## config.mk

```make
export PLATFORM = sky130hd
export DESIGN_NAME = button_scan_to_note_events
export DESIGN_NICKNAME = d
export VERILOG_FILES = /design/src/rtl/bstne_pkg.sv /design/src/rtl/bstne_pot_scale.sv /design/src/rtl/bstne_lane.sv /design/src/rtl/bstne_merge.sv /design/src/rtl/button_scan_to_note_events.sv
export SDC_FILE = /design/constraint.sdc
export NUM_CORES = 1
export LEC_CHECK = 0
export ABC_AREA = 1
export BUFFER_PORTS_ARGS = -buffer_cell sky130_fd_sc_hd__buf_2
export CAP_MARGIN = 40
export CORE_MARGIN = 3
export CORE_UTILIZATION = 35
export CTS_BUF_LIST = sky130_fd_sc_hd__clkbuf_16
export DETAILED_ROUTE_END_ITERATION = 6
export HOLD_SLACK_MARGIN = 0.05
export PLACE_DENSITY_LB_ADDON = 0.1
export SYNTH_ARGS = -nofsm -noshare
export SYNTH_HDL_FRONTEND = slang
export SYNTH_SLANG_ARGS = --single-unit
```

## constraint.sdc

```tcl
create_clock -name clock -period 5.31 [get_ports clock]
set_input_delay 0.2655 -clock clock [delete_from_list [all_inputs] [get_ports clock]]
set_output_delay 0.2655 -clock clock [all_outputs]
set_load 0.01 [all_outputs]
```

## src/rtl/bstne_pkg.sv

```systemverilog
`timescale 1ns / 1ps
// Shared types, constants and note tables for the button scan to note events block.
// Used by every module of the block; depends on nothing.
package bstne_pkg;

   localparam int BUTTON_COUNT_DEF = 8;
   localparam int POT_MAX_DEF      = 1023;
   localparam int NOTE_SPAN        = 116;
   localparam int VELOCITY_SPAN    = 126;
   localparam int NOTE_W           = 7;
   localparam int INDEX_W          = 3;
   localparam int POT_W            = 10;
   localparam int MODE_W           = 2;
   localparam logic [NOTE_W-1:0] NOTE_MAX   = 7'd127;
   localparam logic [NOTE_W-1:0] BASE_RESET = 7'd21;

   typedef struct packed {
      logic              fire;
      logic              is_on;
      logic [NOTE_W-1:0] note;
   } lane_result_type;

   localparam logic [3:0] SCALE_OFFSETS [4][8] = '{
      '{4'd0, 4'd2, 4'd4, 4'd5, 4'd7, 4'd8, 4'd11, 4'd13},
      '{4'd0, 4'd2, 4'd3, 4'd5, 4'd7, 4'd8, 4'd11, 4'd13},
      '{4'd0, 4'd2, 4'd3, 4'd5, 4'd7, 4'd9, 4'd10, 4'd13},
      '{4'd0, 4'd1, 4'd3, 4'd5, 4'd6, 4'd8, 4'd10, 4'd12}
   };

   localparam logic [NOTE_W-1:0] DRUM_NOTES [8] = '{
      7'd36, 7'd38, 7'd48, 7'd41, 7'd45, 7'd42, 7'd46, 7'd55
   };

endpackage

```

## src/rtl/bstne_pot_scale.sv

```systemverilog
`timescale 1ns / 1ps
// Three-stage pipelined pot scaler: (POT_MAX - pot) * SPAN / POT_MAX, truncated.
// The divide is a reciprocal multiply with one correction step. Uses bstne_pkg.
module bstne_pot_scale #(
   parameter int POT_MAX = bstne_pkg::POT_MAX_DEF,
   parameter int SPAN    = bstne_pkg::NOTE_SPAN
) (
   input  logic                            clock,
   input  logic                            enable,
   input  logic [bstne_pkg::POT_W-1:0]     pot,
   output logic [$clog2(SPAN+1)-1:0]       scaled
);
   import bstne_pkg::*;

   localparam int D_W   = $clog2(POT_MAX + 1);
   localparam int IN_W  = (D_W > POT_W) ? D_W : POT_W;
   localparam int X_W   = $clog2(POT_MAX * SPAN + 1);
   localparam int RECIP = (1 << X_W) / POT_MAX;
   localparam int R_W   = $clog2(RECIP + 1);
   localparam int Q_W   = $clog2(SPAN + 1);

   logic [IN_W-1:0]    pot_ext;
   logic [D_W-1:0]     pot_sat;
   logic [X_W-1:0]     x_in, x_ff, xd_ff;
   logic [X_W+R_W-1:0] prod;
   logic [Q_W-1:0]     q0_in, q0_ff, q_in, q_ff;
   logic [X_W-1:0]     rem;

   always_comb begin
      pot_ext = IN_W'(pot);
      if (pot_ext > IN_W'(POT_MAX)) begin
         pot_sat = D_W'(POT_MAX);
      end else begin
         pot_sat = D_W'(pot_ext);
      end
      x_in  = X_W'(D_W'(POT_MAX) - pot_sat) * X_W'(SPAN);
      prod  = (X_W+R_W)'(x_ff) * (X_W+R_W)'(RECIP);
      q0_in = Q_W'(prod >> X_W);
      rem   = xd_ff - X_W'(q0_ff) * X_W'(POT_MAX);
      if (rem >= X_W'(POT_MAX)) begin
         q_in = q0_ff + 1'b1;
      end else begin
         q_in = q0_ff;
      end
   end

   always_ff @(posedge clock) begin
      if (enable) begin
         x_ff  <= x_in;
         xd_ff <= x_ff;
         q0_ff <= q0_in;
         q_ff  <= q_in;
      end
   end

   assign scaled = q_ff;

endmodule

```

## src/rtl/bstne_lane.sv

```systemverilog
`timescale 1ns / 1ps
// One button lane: note lookup, press and release detection, held-bit update.
// Uses the note tables and lane result type of bstne_pkg.
module bstne_lane #(
   parameter int LANE = 0
) (
   input  logic                             button_n,
   input  logic                             held,
   input  logic                             hold_high,
   input  logic                             drum,
   input  logic [bstne_pkg::NOTE_W-1:0]     base_note,
   input  logic [bstne_pkg::MODE_W-1:0]     scale_mode,
   output bstne_pkg::lane_result_type       result,
   output logic                             held_next
);
   import bstne_pkg::*;

   logic [NOTE_W:0] sum;
   logic            pressed;
   logic            note_on;

   always_comb begin
      sum     = {1'b0, base_note} + (NOTE_W+1)'(SCALE_OFFSETS[scale_mode][LANE]);
      pressed = !button_n;
      note_on = pressed && !held && hold_high;
      if (drum) begin
         result.note = DRUM_NOTES[LANE];
      end else if (sum > (NOTE_W+1)'(NOTE_MAX)) begin
         result.note = NOTE_MAX;
      end else begin
         result.note = sum[NOTE_W-1:0];
      end
      result.fire  = note_on || !pressed;
      result.is_on = note_on;
      held_next    = pressed && (held || note_on);
   end

endmodule

```

## src/rtl/bstne_merge.sv

```systemverilog
`timescale 1ns / 1ps
// Event buffer that merges the lane results of one scan and sends them out in
// button order through a registered result stage. Uses bstne_pkg.
module bstne_merge #(
   parameter int LANES = bstne_pkg::BUTTON_COUNT_DEF
) (
   input  logic                              clock,
   input  logic                              reset,
   input  logic                              load,
   input  bstne_pkg::lane_result_type        lanes [LANES],
   input  logic [bstne_pkg::NOTE_W-1:0]      velocity,
   output logic                              load_ready,
   output logic                              rsp_valid,
   input  logic                              rsp_ready,
   output logic                              rsp_is_note_on,
   output logic [bstne_pkg::INDEX_W-1:0]     rsp_button_index,
   output logic [bstne_pkg::NOTE_W-1:0]      rsp_note_number,
   output logic [bstne_pkg::NOTE_W-1:0]      rsp_note_velocity,
   output logic                              rsp_last
);
   import bstne_pkg::*;

   logic [LANES-1:0]   pend_ff, pend_in, low, remaining, fire_mask;
   logic [LANES-1:0]   on_ff;
   logic [NOTE_W-1:0]  note_ff [LANES];
   logic [NOTE_W-1:0]  vel_ff;
   logic [INDEX_W-1:0] pick;
   logic               out_free, move;
   logic               valid_ff, valid_in;
   logic               on_out_ff, last_ff;
   logic [INDEX_W-1:0] index_ff;
   logic [NOTE_W-1:0]  note_out_ff, vel_out_ff;

   always_comb begin
      low       = pend_ff & (~pend_ff + 1'b1);
      remaining = pend_ff & ~low;
      pick      = '0;
      for (int j = 0; j < LANES; j++) begin
         fire_mask[j] = lanes[j].fire;
         if (low[j]) begin
            pick = pick | INDEX_W'(j);
         end
      end
      out_free   = !valid_ff || rsp_ready;
      move       = out_free && (pend_ff != '0);
      load_ready = (pend_ff == '0) || (out_free && (remaining == '0));
      if (load) begin
         pend_in = fire_mask;
      end else if (move) begin
         pend_in = remaining;
      end else begin
         pend_in = pend_ff;
      end
      if (move) begin
         valid_in = 1'b1;
      end else if (rsp_ready) begin
         valid_in = 1'b0;
      end else begin
         valid_in = valid_ff;
      end
   end

   always_ff @(posedge clock) begin
      if (reset) begin
         pend_ff  <= '0;
         valid_ff <= 1'b0;
      end else begin
         pend_ff  <= pend_in;
         valid_ff <= valid_in;
      end
   end

   always_ff @(posedge clock) begin
      if (load) begin
         for (int j = 0; j < LANES; j++) begin
            on_ff[j]   <= lanes[j].is_on;
            note_ff[j] <= lanes[j].note;
         end
         vel_ff <= velocity;
      end
      if (move) begin
         on_out_ff   <= on_ff[pick];
         index_ff    <= pick;
         note_out_ff <= note_ff[pick];
         vel_out_ff  <= on_ff[pick] ? vel_ff : '0;
         last_ff     <= (remaining == '0);
      end
   end

   assign rsp_valid         = valid_ff;
   assign rsp_is_note_on    = on_out_ff;
   assign rsp_button_index  = index_ff;
   assign rsp_note_number   = note_out_ff;
   assign rsp_note_velocity = vel_out_ff;
   assign rsp_last          = last_ff;

endmodule

```

## src/rtl/button_scan_to_note_events.sv

```systemverilog
`timescale 1ns / 1ps
// Button scan to note events: turns scans of eight buttons and two pots into
// note-on and note-off events. Depends on bstne_pkg, bstne_pot_scale,
// bstne_lane and bstne_merge.
//
// A scan is one transaction on the req_ channel. Each scan passes three
// pipeline stages that scale the two pots, then all button lanes evaluate it
// combinationally in parallel, update the held state and the base note, and hand
// their events to the event buffer. The buffer sends the events in button order,
// one per cycle while rsp_ready is high, through a registered rsp_ stage; rsp_last
// marks the final event of a scan, and a scan with no events sends nothing.
// A scan's events hold the event buffer, which sends them one at a time on its
// single result register and takes the next scan only as the last one moves out.
// When the receiver stalls, the result holds; req_ready falls and the pipeline
// stops once the buffer is still busy with a scan at the last pipeline stage.
// The csr_ channel writes the scale mode and is always ready.
// Synchronous reset clears the pipeline, the events in flight, the held
// buttons and the scale mode, and sets the base note to 21.
module button_scan_to_note_events #(
   parameter int BUTTON_COUNT = bstne_pkg::BUTTON_COUNT_DEF,
   parameter int POT_MAX      = bstne_pkg::POT_MAX_DEF
) (
   input  logic                              clock,
   input  logic                              reset,
   input  logic                              req_valid,
   output logic                              req_ready,
   input  logic [7:0]                        req_buttons_n,
   input  logic                              req_scale_switch_n,
   input  logic                              req_hold_switch_n,
   input  logic [bstne_pkg::POT_W-1:0]       req_note_pot,
   input  logic [bstne_pkg::POT_W-1:0]       req_velocity_pot,
   output logic                              rsp_valid,
   input  logic                              rsp_ready,
   output logic                              rsp_is_note_on,
   output logic [bstne_pkg::INDEX_W-1:0]     rsp_button_index,
   output logic [bstne_pkg::NOTE_W-1:0]      rsp_note_number,
   output logic [bstne_pkg::NOTE_W-1:0]      rsp_note_velocity,
   output logic                              rsp_last,
   input  logic                              csr_valid,
   output logic                              csr_ready,
   input  logic [bstne_pkg::MODE_W-1:0]      csr_scale_mode
);
   import bstne_pkg::*;

   localparam int NQ_W = $clog2(NOTE_SPAN + 1);
   localparam int VQ_W = $clog2(VELOCITY_SPAN + 1);

   logic [2:0]              stage_valid_ff, stage_valid_in;
   logic [BUTTON_COUNT-1:0] buttons_ff [3];
   logic [2:0]              drum_ff, hold_ff;
   logic [MODE_W-1:0]       mode_ff;
   logic [NOTE_W-1:0]       base_ff, base_in;
   logic [BUTTON_COUNT-1:0] held_ff, held_in;
   logic [NQ_W-1:0]         note_q;
   logic [VQ_W-1:0]         vel_q;
   logic [NOTE_W-1:0]       base_eff, velocity;
   logic                    advance, commit, load_ready;
   lane_result_type         lanes [BUTTON_COUNT];

   assign advance   = !stage_valid_ff[2] || load_ready;
   assign commit    = stage_valid_ff[2] && load_ready;
   assign req_ready = advance;
   assign csr_ready = 1'b1;

   bstne_pot_scale #(.POT_MAX(POT_MAX), .SPAN(NOTE_SPAN)) u_note_scale (
      .clock  (clock),
      .enable (advance),
      .pot    (req_note_pot),
      .scaled (note_q)
   );

   bstne_pot_scale #(.POT_MAX(POT_MAX), .SPAN(VELOCITY_SPAN)) u_vel_scale (
      .clock  (clock),
      .enable (advance),
      .pot    (req_velocity_pot),
      .scaled (vel_q)
   );

   assign base_eff = hold_ff[2] ? base_ff : NOTE_W'(note_q);
   assign velocity = NOTE_W'(vel_q) + 1'b1;

   for (genvar i = 0; i < BUTTON_COUNT; i++) begin : g_lane
      bstne_lane #(.LANE(i)) u_lane (
         .button_n   (buttons_ff[2][i]),
         .held       (held_ff[i]),
         .hold_high  (hold_ff[2]),
         .drum       (drum_ff[2]),
         .base_note  (base_eff),
         .scale_mode (mode_ff),
         .result     (lanes[i]),
         .held_next  (held_in[i])
      );
   end

   assign base_in = base_eff;

   always_comb begin
      if (advance) begin
         stage_valid_in = {stage_valid_ff[1:0], req_valid};
      end else begin
         stage_valid_in = stage_valid_ff;
      end
   end

   always_ff @(posedge clock) begin
      if (reset) begin
         stage_valid_ff <= '0;
         mode_ff        <= '0;
         base_ff        <= BASE_RESET;
         held_ff        <= '0;
      end else begin
         stage_valid_ff <= stage_valid_in;
         if (csr_valid) begin
            mode_ff <= csr_scale_mode;
         end
         if (commit) begin
            base_ff <= base_in;
            held_ff <= held_in;
         end
      end
   end

   always_ff @(posedge clock) begin
      if (advance) begin
         buttons_ff[0] <= req_buttons_n[BUTTON_COUNT-1:0];
         buttons_ff[1] <= buttons_ff[0];
         buttons_ff[2] <= buttons_ff[1];
         drum_ff       <= {drum_ff[1:0], req_scale_switch_n};
         hold_ff       <= {hold_ff[1:0], req_hold_switch_n};
      end
   end

   bstne_merge #(.LANES(BUTTON_COUNT)) u_merge (
      .clock             (clock),
      .reset             (reset),
      .load              (commit),
      .lanes             (lanes),
      .velocity          (velocity),
      .load_ready        (load_ready),
      .rsp_valid         (rsp_valid),
      .rsp_ready         (rsp_ready),
      .rsp_is_note_on    (rsp_is_note_on),
      .rsp_button_index  (rsp_button_index),
      .rsp_note_number   (rsp_note_number),
      .rsp_note_velocity (rsp_note_velocity),
      .rsp_last          (rsp_last)
   );

endmodule

```

## Word level (Yosys, flattened, before mapping)

Memories as Yosys holds them, arrays and structs flattened. A register that Yosys moved wholly into a read port is not among the register bits.
Index checks and enable logic that the tools add are counted.

- Bits in registers: 152
- Latch bits: 0
- Memory bits (writable): 80
- Bits in read-only memories: 0
- Input port bits: 37
- Memories: 2

- $add $sub $neg: 16
- Multiply operators: 4
- Div/mod/pow operators: 0
- Magnitude comparators: 14
- Equal/unequal tests: 0
- Shift-type cells: 0
- Muxes and demuxes: 41
- Bitwise operators: 5
- Reduce and logical (&&, ||, !) cells: 69

Memory list:

| name | words | bits a word | rd ports | clocked after memory_dff | write ports | line | source |
|---|---|---|---|---|---|---|---|
| u_merge.note_ff | 8 | 7 | 1 | 1 | 8 | bstne_merge.sv:25 | `logic [NOTE_W-1:0] note_ff [LANES];` |
| buttons_ff | 3 | 8 | 3 | 0 | 3 | button_scan_to_note_events.sv:49 | `logic [BUTTON_COUNT-1:0] buttons_ff [3];` |

Operator list:

| cell | number |
|---|---|
| $mux 7 | 19 |
| $add 7x4->8 | 8 |
| $bmux 32 s2 | 1 |
| $gt 8x7->1 const B | 8 |
| $mux 32 | 2 |
| $ge 17x10->1 const B | 2 |
| $mul 7x10->17 const B | 2 |
| $sub 17x17->17 | 2 |
| $logic_and 1x1->1 | 27 |
| $sub 10x10->11 const A | 2 |
| $add 7x1->7 const B | 3 |
| $gt 10x10->1 const B | 2 |
| $mux 10 | 2 |
| $logic_or 1x1->1 | 19 |
| $logic_not 1->1 | 18 |
| $mul 17x5->15 const B | 1 |
| $mul 17x6->16 const B | 1 |
| $and 8x8->8 | 2 |
| $logic_not 8->1 | 2 |
| $mux 8 | 2 |
| $not 8->8 | 2 |
| $mux 3 | 4 |
| $add 8x1->8 const B | 1 |
| $mux 1 | 8 |
| other kinds (7) | 9 |

## Logic depth before layout (Yosys ltp)

Gate-level depths: netlist (run 1).

- Depth in word-level cells: 12
- Mapped depth: 26
- Mapped depth without buffers: 25

## By module

Synthesis (run 1) repeated with hierarchy kept, for this count alone.

- Cells, all modules: 2,098
- Area, all modules: 18,033.5 um^2

By module, submodules not included:

| module | times used | cells each | area each (um^2) |
|---|---|---|---|
| bstne_pot_scale at u_vel_scale | 1 | 636 | 5,225.0 |
| bstne_pot_scale at u_note_scale | 1 | 563 | 4,843.4 |
| bstne_merge | 1 | 356 | 4,137.7 |
| button_scan_to_note_events | 1 | 178 | 1,900.6 |
| bstne_lane at g_lane[6].u_lane | 1 | 59 | 304.0 |
| bstne_lane at g_lane[2].u_lane | 1 | 57 | 301.5 |
| bstne_lane at g_lane[1].u_lane | 1 | 51 | 270.3 |
| bstne_lane at g_lane[4].u_lane | 1 | 48 | 249.0 |
| bstne_lane at g_lane[5].u_lane | 1 | 42 | 245.2 |
| bstne_lane at g_lane[7].u_lane | 1 | 44 | 241.5 |
| bstne_lane at g_lane[3].u_lane | 1 | 44 | 231.5 |
| bstne_lane at g_lane[0].u_lane | 1 | 20 | 83.8 |

## Least setup slack after synthesis (run 1)

No wires, ideal clock.

- Path kind: register -> register
- From: register u_note_scale.q0_ff[2]
- To: register u_note_scale.q_ff[0] (netlist: u_note_scale.scaled[0]) (data pin)
- Arrival time: 4.391 ns
- Required time: 5.056 ns
- Setup slack: 0.665 ns
- Cell stages (with the launch flop): 26
- Buffers on the path: 1
- Cells stage by stage: edfxtp_1 > clkbuf_2 > inv_1 > fa_1 > inv_1 > fa_1 > inv_1 > fa_1 > inv_1 > fa_1 > inv_1 > ha_1 > nand2_1 > inv_1 > a21oi_1 > nand2_2 > nand2_1 > nand2_1 > nand2_1 > nand2_1 > nor2_1 > nand2_1 > nor2_4 > nand2_2 > nand2_1 > nand2_1

- Word-level cells in the longest chain between the ends: 4

RTL lines:

| what | line | source |
|---|---|---|
| start: declaration | bstne_pot_scale.sv:26 | `logic [Q_W-1:0] q0_in, q0_ff, q_in, q_ff;` |
| start signal: assignment | bstne_pot_scale.sv:51 | `q0_ff <= q0_in;` |
| $mul 7x10->17 | bstne_pot_scale.sv:39 | `rem = xd_ff - X_W'(q0_ff) * X_W'(POT_MAX);` |
| $sub 17x17->17 | bstne_pot_scale.sv:39 |  |
| $ge 17x10->1 | bstne_pot_scale.sv:40 | `if (rem >= X_W'(POT_MAX)) begin` |
| $mux 7 | bstne_pot_scale.sv:40 |  |
| named net u_note_scale.q_in[0] | bstne_pot_scale.sv:26 |  |
| end signal: assignment | bstne_pot_scale.sv:52 | `q_ff <= q_in;` |
| end: declaration | bstne_pot_scale.sv:26 |  |

The timed path passes the listed nets, and every way through them passes these cells.
A chain may end at the register's enable or synchronous reset.

## Worst setup path in the final report (run 1)

- From: register u_vel_scale.q0_ff[6]
- To: register u_vel_scale.q_ff[3] (netlist: u_vel_scale.scaled[3]) (data pin)

- Word-level cells in the longest chain between the ends: 4

RTL lines:

| what | line |
|---|---|
| start: declaration | bstne_pot_scale.sv:26 |
| start signal: assignment | bstne_pot_scale.sv:51 |
| $mul 7x10->17 | bstne_pot_scale.sv:39 |
| $sub 17x17->17 | bstne_pot_scale.sv:39 |
| $ge 17x10->1 | bstne_pot_scale.sv:40 |
| $mux 7 | bstne_pot_scale.sv:40 |
| named net u_vel_scale.q_in[3] | bstne_pot_scale.sv:26 |
| end signal: assignment | bstne_pot_scale.sv:52 |
| end: declaration | bstne_pot_scale.sv:26 |

The timed path passes the listed nets, and every way through them passes these cells.

==> impl_metrics.py, run 1 <==
metrics = {
    "drt": {
        "wl_per_cell_um": 13.8,
        "route.final.wire_length_um": 35700,
        "num_vias": 11700,
        "detail-route-antenna-nets": 0,
        "post_drt_via_cell_ratio": 4.55,
        "detailedRoute.firstPassIterationCount": 5,
        "drt_drc_violations_left": 0,
        "initialDrtViolationCount": 613,
    },
    "layout": {
        "insertedDiodeCount": 0,
        "layout_common_cells": "380 x sky130_fd_sc_hd__inv_1, 356 x sky130_fd_sc_hd__nand2_1, 196 x sky130_fd_sc_hd__edfxtp_1, 158 x sky130_fd_sc_hd__ha_1, 137 x sky130_fd_sc_hd__nor2_1",
        "final-instance-count-excl-fill": 2584,
        "nets_finish": 2255,
        "layout.cells.most_common": "sky130_fd_sc_hd__inv_1",
        "final_instance_area_sq_mm": 0.0191,
        "drive_gt1_frac": 0.101,
        "layout-area-overhead-vs-synth_pct": 13.3,
    },
    "cts": {
        "cts_inserted_buffers": 27,
        "tritoncts_num_sinks": 225,
        "clock_tree_from_tritoncts": "built",
        "cts-root-to-sink-buffers": 3,
        "root_buffer": "sky130_fd_sc_hd__clkbuf_16",
        "clkTransAtPathRegs_ns": 0.06,
        "cts_max_level": 1,
        "worst_skew_pair.late_latency_ns": 0.54,
    },
    "die": {
        "core_region_area_sq_mm": 0.0471,
        "rows": 79,
        "vertical_extent_of_the_die_um": 225,
        "ioPinCount": 59,
        "die_width_um": 225,
        "initial_utilization": 0.358,
        "floorplan.die_area_sq_mm": 0.0507,
    },
    "worst_hold_path": {
        "hp-start": "req_note_pot[2]",
        "worstHoldPathType": "in -> reg",
    },
    "sta": {
        "slew_headroom": 0.473,
        "finClkSkew_ns": 0.0157,
        "final-max-slew-violation-count": 0,
        "fin_hold_ws_ns": 0.207,
        "max_clock_freq_mhz": 202,
        "finalHoldViolCount": 0,
        "fin_crit_ns": 4.96,
        "worstMarginPinSlew_ns": 0.790,
        "timing.final.ws_setup_ns": 0.349,
        "final-setup-viol-count": 0,
        "finalCritPeriodShare": 0.934,
    },
    "logic_synthesis": {
        "ys_seq_area_frac": 0.384,
        "postSynthNetCount": 2160,
        "yosys.area_share.adder": 0.236,
        "mapped_area_sq_mm": 0.0168,
        "synth_enable_flop_cells": 196,
        "post_synth_inst_count": 1865,
        "synth-xor-area-share": 0.0364,
        "portion_of_netlist_area_occupied_by_mux_cells": 0,
        "synth_ff_type": "sky130_fd_sc_hd__edfxtp_1",
        "ys_warn_count": 0,
        "synthDistinctLibCells": 51,
        "ys_seq_elements": 225,
        "ys_async_sr_fraction": 0,
        "synth_compound_gate_area_share": 0.0726,
        "post_synth_and_or_nand_nor_area_fraction": 0.167,
        "synth_top_family_by_area": "adder cells",
        "postSynthAreaPerCell_sq_um": 9.02,
    },
    "placed_design": {
        "hpwlAfterDp_um": 27900,
        "port-buffer-count": 57,
        "placed_instance_area_sq_mm": 0.0179,
        "preCtsSetupSlack_ns": 0.249,
        "routability_congestion": 0.834,
        "placedCellCount": 2508,
    },
    "worst_setup_path": {
        "endpoint_kind": "flop",
        "timing.reg2reg.setup_slack_ns": 0.35,
        "crit_required_ns": 5.59,
        "cp-startpoint": "u_vel_scale.q0_ff[6]",
        "start_kind": "flop",
        "arrival_ns": 5.24,
        "critPathKind": "reg -> reg",
        "crit_path_max_fo": 8,
        "critical_path.reg2reg.startpoint": "u_vel_scale.q0_ff[6]",
    },
    "run": {
        "cap_violations": 0,
    },
    "grt": {
        "grt_first_pass_wirelength_um": 59400,
        "grt_max_degree": 64,
        "grt_util_all_layers": 0.143,
        "vias_in_the_first_global_route": 11700,
        "grt_antenna_before_repair": 0,
        "grt_overflow_total": 0,
    },
    "status": {
        "run_status": "complete, no violations",
    },
}
worst max-delay path: stages, from the launching register on:
cell and delay, ns:
sky130_fd_sc_hd__edfxtp_1 0.48, sky130_fd_sc_hd__fa_1 0.62, sky130_fd_sc_hd__inv_1 0.15, sky130_fd_sc_hd__fa_1 0.59
sky130_fd_sc_hd__inv_1 0.07, sky130_fd_sc_hd__fa_1 0.53, sky130_fd_sc_hd__inv_1 0.06, sky130_fd_sc_hd__fa_1 0.53
sky130_fd_sc_hd__inv_1 0.04, sky130_fd_sc_hd__ha_1 0.36, sky130_fd_sc_hd__nand2_1 0.12, sky130_fd_sc_hd__nor2_1 0.17
sky130_fd_sc_hd__nand2_1 0.11, sky130_fd_sc_hd__nand3_1 0.13, sky130_fd_sc_hd__nand2_1 0.09, sky130_fd_sc_hd__nand3b_1 0.09
sky130_fd_sc_hd__nand2_1 0.09, sky130_fd_sc_hd__nor2_4 0.23, sky130_fd_sc_hd__nand3_4 0.13, sky130_fd_sc_hd__nand2_1 0.09
sky130_fd_sc_hd__nand2_1 0.05
kinds of logic after synthesis:
family / count (synthesis)
xor+xnor: 70
buf+inv: 442
flops: 225
other cells: 1
fa+ha+maj: 258
simple gates: 651
compound gates: 218
path summary, 6_finish.rpt:
path	to	cells after the start
worst max-delay path	u_vel_scale.scaled[3]	20
worst max register to register	u_vel_scale.scaled[3]	20
worst min-delay path	u_note_scale.x_ff[4]	3
worst min register to register	buttons_ff[0][10]	0
cells in the mapped netlist, types with 6 or more instances:
| cell | instances | area share |
|---|---|---|
| sky130_fd_sc_hd__inv_1 | 383 | 0.085 |
| sky130_fd_sc_hd__nand2_1 | 357 | 0.080 |
| sky130_fd_sc_hd__edfxtp_1 | 196 | 0.35 |
| sky130_fd_sc_hd__ha_1 | 158 | 0.12 |
| sky130_fd_sc_hd__nor2_1 | 138 | 0.031 |
| sky130_fd_sc_hd__fa_1 | 100 | 0.12 |
| sky130_fd_sc_hd__a21oi_1 | 96 | 0.029 |
| sky130_fd_sc_hd__nand3_1 | 71 | 0.021 |
| sky130_fd_sc_hd__xor2_1 | 60 | 0.031 |
| sky130_fd_sc_hd__o21ai_0 | 55 | 0.016 |
| sky130_fd_sc_hd__dfxtp_1 | 29 | 0.034 |
| sky130_fd_sc_hd__clkbuf_1 | 23 | 0.0051 |
| sky130_fd_sc_hd__o21ai_1 | 18 | 0.0054 |
| sky130_fd_sc_hd__inv_2 | 17 | 0.0038 |
| sky130_fd_sc_hd__nand4_1 | 15 | 0.0056 |
| sky130_fd_sc_hd__nor3_1 | 15 | 0.0045 |
| sky130_fd_sc_hd__o22ai_1 | 14 | 0.0052 |
| sky130_fd_sc_hd__nand3b_1 | 12 | 0.0054 |
| sky130_fd_sc_hd__o211ai_1 | 10 | 0.0045 |
| sky130_fd_sc_hd__xnor2_1 | 10 | 0.0052 |
| sky130_fd_sc_hd__nor2_2 | 9 | 0.0033 |
| sky130_fd_sc_hd__buf_2 | 7 | 0.0021 |
| sky130_fd_sc_hd__nand2_2 | 7 | 0.0026 |
| sky130_fd_sc_hd__a31oi_1 | 6 | 0.0022 |
| sky130_fd_sc_hd__nor2_4 | 6 | 0.0040 |
layout make-up:
class                   count  area (sq um)
clock buffers              27           676
clock inverters            19           224
fillers                  4732         28000
inverters                 401          1510
multi-input cells        1198          8670
flip-flops and latches    225          6470
well taps                 607           759
repair buffers            107           759
layer usage:
| layer | up-vias | wire (um) | global-route usage |
|---|---|---|---|
| met2 | 142 | 17500 | 0.253 |
| li1 | 6132 | - | - |
| met3 | 35 | 1100 | 0.0139 |
| met4 | 0 | 500 | 0.0289 |
| met1 | 5440 | 16600 | 0.191 |
| met5 | - | 0 | 0 |
stage by stage:
stage / utilization / TNS (ns)
final: 0.405 / 0
after global routing: 0.405 / -0.0163
after CTS: 0.403 / 0
after detailed placement: 0.380 / 0
after global placement: 0.378 / 0
after floorplan: - / 0
sequential cells by signal, indices dropped and copies added, names as in the netlist, 3 cells and up:
name                       flops
u_merge.on_ff                  8
u_vel_scale.scaled             7
hold_ff                        3
u_merge.rsp_button_index       3
u_merge.note_ff               56
buttons_ff                    24
u_vel_scale.xd_ff              9
stage_valid_ff                 3
u_note_scale.scaled            7
u_note_scale.q0_ff             7
u_merge.vel_ff                 7
u_note_scale.x_ff             15
u_note_scale.xd_ff             8
u_vel_scale.q0_ff              7
drum_ff                        3
u_merge.rsp_note_velocity      7
u_vel_scale.x_ff              16
u_merge.rsp_note_number        7
held_ff                        8
base_ff                        7
u_merge.pend_ff                8
what timing repair did:
item | CTS | global route
hold endpoints to repair | 20 | 0
hold buffers | 22 | 0
setup buffers | 0 | 8
endpoints found under the setup margin | 0 | 14
resized for setup | 0 | 10
Power of run 1 is left out: the tool's default activity adds up to more than one toggle a clock period on the data nets, which glitch-free logic cannot reach.
==> run 2: changes to the inputs <==
--- a/config.mk
+++ b/config.mk
@@ -5,15 +5,15 @@
 export SDC_FILE = /design/constraint.sdc
 export NUM_CORES = 1
 export LEC_CHECK = 0
-export ABC_AREA = 1
 export BUFFER_PORTS_ARGS = -buffer_cell sky130_fd_sc_hd__buf_2
 export CAP_MARGIN = 40
-export CORE_MARGIN = 3
+export CORE_MARGIN = 2
 export CORE_UTILIZATION = 35
 export CTS_BUF_LIST = sky130_fd_sc_hd__clkbuf_16
 export DETAILED_ROUTE_END_ITERATION = 6
 export HOLD_SLACK_MARGIN = 0.05
 export PLACE_DENSITY_LB_ADDON = 0.1
+export RECOVER_POWER = 100
 export SYNTH_ARGS = -nofsm -noshare
 export SYNTH_HDL_FRONTEND = slang
 export SYNTH_SLANG_ARGS = --single-unit
==> impl_metrics.py, run 2 <==
metrics = {
    "sta": {
        "fin_crit_ns": 5.23,
        "fin_hold_ws_ns": 0.197,
        "finClkSkew_ns": 0.0334,
        "grt_setup_unrepaired": "yes",
        "finalHoldViolCount": 0,
        "final-max-slew-violation-count": 81,
        "max_clock_freq_mhz": 191,
        "final-setup-viol-count": 0,
        "finalCritPeriodShare": 0.984,
        "timing.final.ws_setup_ns": 0.0841,
        "slew_headroom": -0.328,
        "worstMarginPinSlew_ns": 1.99,
    },
    "logic_synthesis": {
        "synth-xor-area-share": 0.0490,
        "yosys.area_share.adder": 0.248,
        "synthDistinctLibCells": 74,
        "mapped_area_sq_mm": 0.0161,
        "synth_top_family_by_area": "adder cells",
        "portion_of_netlist_area_occupied_by_mux_cells": 0.0105,
        "yosys.area.top_type": "sky130_fd_sc_hd__edfxtp_1",
        "ys_warn_count": 0,
        "postSynthAreaPerCell_sq_um": 10.5,
        "post_synth_inst_count": 1527,
        "synth_ff_type": "sky130_fd_sc_hd__edfxtp_1",
        "post-synth-top-count-cell": "sky130_fd_sc_hd__inv_1",
        "synth_enable_flop_cells": 196,
        "ys_seq_elements": 225,
        "synth.top_cells.by_count": "249 x sky130_fd_sc_hd__inv_1, 196 x sky130_fd_sc_hd__edfxtp_1, 158 x sky130_fd_sc_hd__ha_1, 134 x sky130_fd_sc_hd__nor2_1, 100 x sky130_fd_sc_hd__fa_1",
        "ys_seq_area_frac": 0.402,
        "postSynthNetCount": 1822,
        "post_synth_and_or_nand_nor_area_fraction": 0.108,
        "area_share_of_the_largest_cell_type_after_synthesis": 0.366,
        "synth_area_leaders": "sky130_fd_sc_hd__edfxtp_1 37%, sky130_fd_sc_hd__fa_1 12%, sky130_fd_sc_hd__ha_1 12%",
        "ys_async_sr_fraction": 0,
        "synth_compound_gate_area_share": 0.109,
    },
    "placed_design": {
        "placedCellCount": 2203,
        "preCtsSetupSlack_ns": -0.0554,
        "routability_congestion": 0.847,
        "port-buffer-count": 57,
        "hpwlAfterDp_um": 25700,
    },
    "die": {
        "core_region_area_sq_mm": 0.0454,
        "rows": 78,
        "floorplan.die_area_sq_mm": 0.0477,
        "vertical_extent_of_the_die_um": 218,
        "ioPinCount": 59,
        "initial_utilization": 0.354,
        "die_width_um": 218,
    },
    "layout": {
        "number_of_flip_flops_in_the_largest_register": 56,
        "layout_common_cells": "243 x sky130_fd_sc_hd__inv_1, 196 x sky130_fd_sc_hd__edfxtp_1, 142 x sky130_fd_sc_hd__ha_1, 133 x sky130_fd_sc_hd__nor2_1, 97 x sky130_fd_sc_hd__fa_1",
        "max_flop_register": "u_merge.note_ff",
        "layout-area-overhead-vs-synth_pct": 16.8,
        "layout.cells.most_common": "sky130_fd_sc_hd__inv_1",
        "insertedDiodeCount": 0,
        "largestRegisters": "u_merge.note_ff x56, buttons_ff x24, u_vel_scale.x_ff x16",
        "drive_gt1_frac": 0.129,
        "nets_finish": 1955,
        "final-instance-count-excl-fill": 2280,
    },
    "cts": {
        "clock_tree_from_tritoncts": "built",
        "cts_max_level": 1,
        "clkTransAtPathRegs_ns": 0.06,
        "root_buffer": "sky130_fd_sc_hd__clkbuf_16",
        "tritoncts_num_sinks": 225,
        "cts-root-to-sink-buffers": 3,
        "cts_inserted_buffers": 26,
        "worst_skew_pair.late_latency_ns": 0.55,
    },
    "worst_setup_path": {
        "crit_path_max_fo": 8,
        "timing.reg2reg.setup_slack_ns": 0.08,
        "worst-r2r-cell-count": 17,
        "crit_required_ns": 5.61,
        "endpoint_kind": "flop",
        "crit-reg2reg-capture": "u_note_scale.scaled[6]",
        "critPathKind": "reg -> reg",
        "start_kind": "flop",
        "critical_path.reg2reg.startpoint": "u_note_scale.q0_ff[6]",
        "arrival_ns": 5.52,
    },
    "drt": {
        "wl_per_cell_um": 14.9,
        "num_vias": 10700,
        "initialDrtViolationCount": 486,
        "drt_drc_violations_left": 0,
        "post_drt_via_cell_ratio": 4.70,
        "detail-route-antenna-nets": 0,
        "detailedRoute.firstPassIterationCount": 5,
        "route.final.wire_length_um": 34000,
    },
    "status": {
        "failed_checks": "max-capacitance violations, max-slew violations",
        "run_status": "complete, but fails checks",
    },
    "grt": {
        "grt_util_all_layers": 0.143,
        "vias_in_the_first_global_route": 10600,
        "grt_overflow_total": 0,
        "grt_max_degree": 65,
        "grt_antenna_before_repair": 0,
        "grt_first_pass_wirelength_um": 55200,
    },
    "worst_hold_path": {
        "hp-start": "rsp_ready",
        "worstHoldPathType": "in -> reg",
        "holdPathEnd": "u_merge.pend_ff[6]",
        "hold_path_depth": 4,
    },
    "run": {
        "cap_violations": 2,
    },
}
## run 2: cell types whose count changed after synthesis, sizes merged, moves of 27 or more
cell	previous run	this run
xor2	60	27
xnor2	10	63
inv	400	250
nand2	366	85
nand3	76	32
o21ai	78	51
## run 2: cells by family after synthesis
kind of cell / after synthesis
other: 1
flip-flops: 225
XOR/XNOR: 90
buffers and inverters: 305
multiplexers: 15
AND/OR/NAND/NOR: 369
AO/OA/AOI/OAI: 263
adder cells (fa/ha/maj): 259
## run 2: worst max-delay path by stage
| stage | depth (start not counted) | endpoint | startpoint |
|---|---|---|---|
| after floorplan | 21 | u_note_scale.scaled[5] | u_note_scale.q0_ff[2] |
| after global placement | 19 | u_note_scale.scaled[5] | u_note_scale.q0_ff[5] |
| after detailed placement | 18 | u_note_scale.scaled[6] | u_note_scale.q0_ff[5] |
| after CTS | 18 | u_vel_scale.scaled[0] | u_vel_scale.q0_ff[5] |
| after global routing | 17 | u_note_scale.scaled[6] | u_note_scale.q0_ff[6] |
| final | 17 | u_note_scale.scaled[6] | u_note_scale.q0_ff[6] |
## run 2: per-stage QoR
stage / utilization / TNS (ns) / instance area (sq um)
global route: 0.414 / -0.456 / 18800
CTS: 0.408 / 0 / 18500
finish: 0.414 / 0 / 18800
floorplan: - / 0 / 16100
detailed placement: 0.385 / -0.320 / 17500
global placement: 0.385 / 0 / 17500
## run 2: critical path: stages (launching register included)
cell and delay [ns]:
sky130_fd_sc_hd__edfxtp_1 0.44, sky130_fd_sc_hd__fa_2 0.63, sky130_fd_sc_hd__inv_4 0.07, sky130_fd_sc_hd__fa_1 0.53, sky130_fd_sc_hd__inv_1 0.05, sky130_fd_sc_hd__fa_1 0.52, sky130_fd_sc_hd__inv_1 0.05, sky130_fd_sc_hd__fa_1 0.52
sky130_fd_sc_hd__inv_1 0.06, sky130_fd_sc_hd__ha_4 0.26, sky130_fd_sc_hd__and3_4 0.19, sky130_fd_sc_hd__a221oi_4 0.30, sky130_fd_sc_hd__o21ai_2 0.11, sky130_fd_sc_hd__buf_4 0.15, sky130_fd_sc_hd__mux4_2 0.29, sky130_fd_sc_hd__or4_4 0.62
sky130_fd_sc_hd__nand4_1 0.12, sky130_fd_sc_hd__xnor2_1 0.08
## run 2: timing repair
item                                   CTS  global route
pin swaps                                3            50
buffers inserted                         3             9
endpoints found under the hold margin   16             0
resized for setup                        2            68
setup endpoints to repair               13            14
hold buffers                            18             0
## run 2: cell type report
type | instances | area (sq um)
clock buffers | 27 | 676
inverters | 250 | 942
clock inverters | 21 | 141
fillers | 4462 | 26600
well taps | 600 | 751
flip-flops and latches | 225 | 6470
multi-input cells | 997 | 8790
repair buffers | 160 | 1010
## run 2: per-layer routing
metal | track usage | routed length, um | vias to the layer above
li1 | - | - | 5433
met1 | 0.211 | 17100 | 5103
met2 | 0.224 | 15100 | 144
met3 | 0.0184 | 1220 | 39
met4 | 0.0329 | 578 | 0
met5 | 0 | 0 | -
Power of run 2 is left out for the same reason.
==> run 3: changes to the inputs <==
--- a/config.mk
+++ b/config.mk
@@ -9,11 +9,11 @@
 export CAP_MARGIN = 40
 export CORE_MARGIN = 2
 export CORE_UTILIZATION = 35
-export CTS_BUF_LIST = sky130_fd_sc_hd__clkbuf_16
 export DETAILED_ROUTE_END_ITERATION = 6
 export HOLD_SLACK_MARGIN = 0.05
 export PLACE_DENSITY_LB_ADDON = 0.1
 export RECOVER_POWER = 100
+export SETUP_SLACK_MARGIN = 0.2
 export SYNTH_ARGS = -nofsm -noshare
 export SYNTH_HDL_FRONTEND = slang
 export SYNTH_SLANG_ARGS = --single-unit
==> constraint.sdc (replaced) <==
create_clock -name clock -period 4.9 [get_ports clock]
set_input_delay 0.245 -clock clock [delete_from_list [all_inputs] [get_ports clock]]
set_output_delay 0.245 -clock clock [all_outputs]
set_load 0.01 [all_outputs]
==> impl_metrics.py, run 3 (synthesized netlist as in run 2, its figures left out) <==
metrics = {
    "drt": {
        "drt_drc_violations_left": 0,
        "num_vias": 10900,
        "detailedRoute.firstPassIterationCount": 4,
        "post_drt_via_cell_ratio": 4.65,
        "route.final.wire_length_um": 34200,
        "detail-route-antenna-nets": 0,
        "wl_per_cell_um": 14.6,
        "initialDrtViolationCount": 491,
    },
    "worst_setup_path": {
        "crit_required_ns": 5.19,
        "crit_path_max_fo": 8,
        "start_kind": "flop",
        "endpoint_kind": "flop",
        "critPathKind": "reg -> reg",
        "arrival_ns": 5.35,
    },
    "sta": {
        "finalCritPeriodShare": 1.03,
        "slew_headroom": -0.0252,
        "max_clock_freq_mhz": 197,
        "final-max-slew-violation-count": 108,
        "worstMarginPinSlew_ns": 1.54,
        "finalHoldViolCount": 0,
        "grt_setup_unrepaired": "yes",
        "timing.final.ws_setup_ns": -0.164,
        "final-setup-viol-count": 9,
        "finClkSkew_ns": 0.0508,
        "fin_crit_ns": 5.06,
    },
    "worst_hold_path": {
        "worstHoldPathType": "in -> reg",
    },
    "cts": {
        "root_buffer": "sky130_fd_sc_hd__clkbuf_16",
        "tritoncts_num_sinks": 225,
        "worst_skew_pair.late_latency_ns": 0.58,
        "cts_inserted_buffers": 28,
        "cts_max_level": 1,
        "clock_tree_from_tritoncts": "built",
        "clkTransAtPathRegs_ns": 0.06,
        "cts-root-to-sink-buffers": 3,
    },
    "grt": {
        "grt_overflow_total": 0,
        "grt_first_pass_wirelength_um": 56600,
        "grt_antenna_before_repair": 1,
        "grt_util_all_layers": 0.146,
        "vias_in_the_first_global_route": 10900,
        "grt_max_degree": 64,
    },
    "placed_design": {
        "placed_instance_area_sq_mm": 0.0180,
        "port-buffer-count": 57,
        "hpwlAfterDp_um": 26200,
        "routability_congestion": 0.815,
    },
    "layout": {
        "layout.cells.most_common": "sky130_fd_sc_hd__inv_1",
        "layout-area-overhead-vs-synth_pct": 20.5,
        "layout_common_cells": "226 x sky130_fd_sc_hd__inv_1, 196 x sky130_fd_sc_hd__edfxtp_1, 138 x sky130_fd_sc_hd__ha_1, 132 x sky130_fd_sc_hd__nor2_1, 116 x sky130_fd_sc_hd__buf_4",
        "final_instance_area_sq_mm": 0.0194,
        "fin_util": 0.427,
        "number_of_flip_flops_in_the_largest_register": 56,
        "max_flop_register": "u_merge.note_ff",
        "insertedDiodeCount": 0,
        "largestRegisters": "u_merge.note_ff x56, buttons_ff x24, u_vel_scale.x_ff x16",
        "fillerInstances": 4474,
        "drive_gt1_frac": 0.178,
        "nets_finish": 2008,
    },
    "die": {
        "vertical_extent_of_the_die_um": 218,
        "initial_utilization": 0.354,
        "die_width_um": 218,
        "rows": 78,
        "ioPinCount": 59,
        "floorplan.die_area_sq_mm": 0.0477,
        "core_region_area_sq_mm": 0.0454,
    },
    "run": {
        "cap_violations": 2,
    },
    "status": {
        "run_status": "complete, but fails checks",
        "failed_checks": "max-capacitance violations, max-slew violations, negative setup slack",
    },
}
==> run 3: timing repair <==
action                                  4_1_cts  5_1_grt
gates resized for setup                      53       26
pin swaps                                    44       24
setup buffers                                 9        7
hold endpoints to repair                     16        0
endpoints found under the setup margin       14       14
hold buffers                                 18        0
==> run 3: per-stage QoR <==
| step | setup TNS (ns) | hold WS (ns) | cells | worst slack [ns] |
|---|---|---|---|---|
| 6_report | -0.730 | 0.102 | 2335 | -0.164 |
| 2_1_floorplan | -2.63 | 0.344 | 1527 | -0.241 |
| 3_3_place_gp | -3.66 | 0.401 | 2246 | -0.306 |
| 3_5_place_dp | -4.04 | 0.405 | 2249 | -0.359 |
| 5_1_grt | -3.37 | 0.103 | 2335 | -0.349 |
| 4_1_cts | -0.863 | 0.0667 | 2328 | -0.186 |
==> run 3: layout make-up <==
| class | instances | area, sq um | area share |
|---|---|---|---|
| multi-input cells | 997 | 8920 | 0.461 |
| clock inverters | 23 | 184 | 0.00949 |
| clock buffers | 29 | 704 | 0.0364 |
| repair buffers | 211 | 1410 | 0.0725 |
| inverters | 250 | 940 | 0.0485 |
| well taps | 600 | 751 | 0.0388 |
| flip-flops and latches | 225 | 6470 | 0.334 |
==> run 3: worst max-delay path, cell delays in order (launching register included) <==
cell	delay, ns
sky130_fd_sc_hd__edfxtp_1	0.36
sky130_fd_sc_hd__inv_2	0.06
sky130_fd_sc_hd__fa_1	0.57
sky130_fd_sc_hd__inv_2	0.07
sky130_fd_sc_hd__fa_2	0.60
sky130_fd_sc_hd__xnor2_2	0.08
sky130_fd_sc_hd__buf_4	0.15
sky130_fd_sc_hd__xnor2_2	0.14
sky130_fd_sc_hd__fa_1	0.54
sky130_fd_sc_hd__inv_1	0.06
sky130_fd_sc_hd__ha_4	0.24
sky130_fd_sc_hd__a211o_1	0.33
sky130_fd_sc_hd__a21o_4	0.23
sky130_fd_sc_hd__a211oi_2	0.18
sky130_fd_sc_hd__o41ai_2	0.11
sky130_fd_sc_hd__a21oi_1	0.18
sky130_fd_sc_hd__xor2_1	0.09
sky130_fd_sc_hd__or4_4	0.62
sky130_fd_sc_hd__nand4_1	0.15
sky130_fd_sc_hd__xnor2_1	0.07
==> run 3: per-layer routing <==
layer  wire, um  global-route usage  part of all wire  vias to the layer above
li1           -                   -                 -                     5539
met5         16                   0           0.00047                        -
met2      15600               0.238              0.46                      139
met3       1060              0.0198             0.031                       30
met4        410              0.0263             0.012                        2
met1      17100               0.210              0.50                     5144
==> run 3: path summary, 6_finish.rpt <==
path              slack, ns             startpoint  cells after the start                     end
setup reg to reg      -0.16  u_note_scale.q0_ff[4]                     19  u_note_scale.scaled[6]
setup / recovery      -0.16  u_note_scale.q0_ff[4]                     19  u_note_scale.scaled[6]
hold / removal         0.10              rsp_ready                      3       u_merge.rsp_valid
hold reg to reg        0.38       buttons_ff[0][9]                      0       buttons_ff[0][17]
Power of run 3 is left out for the same reason.
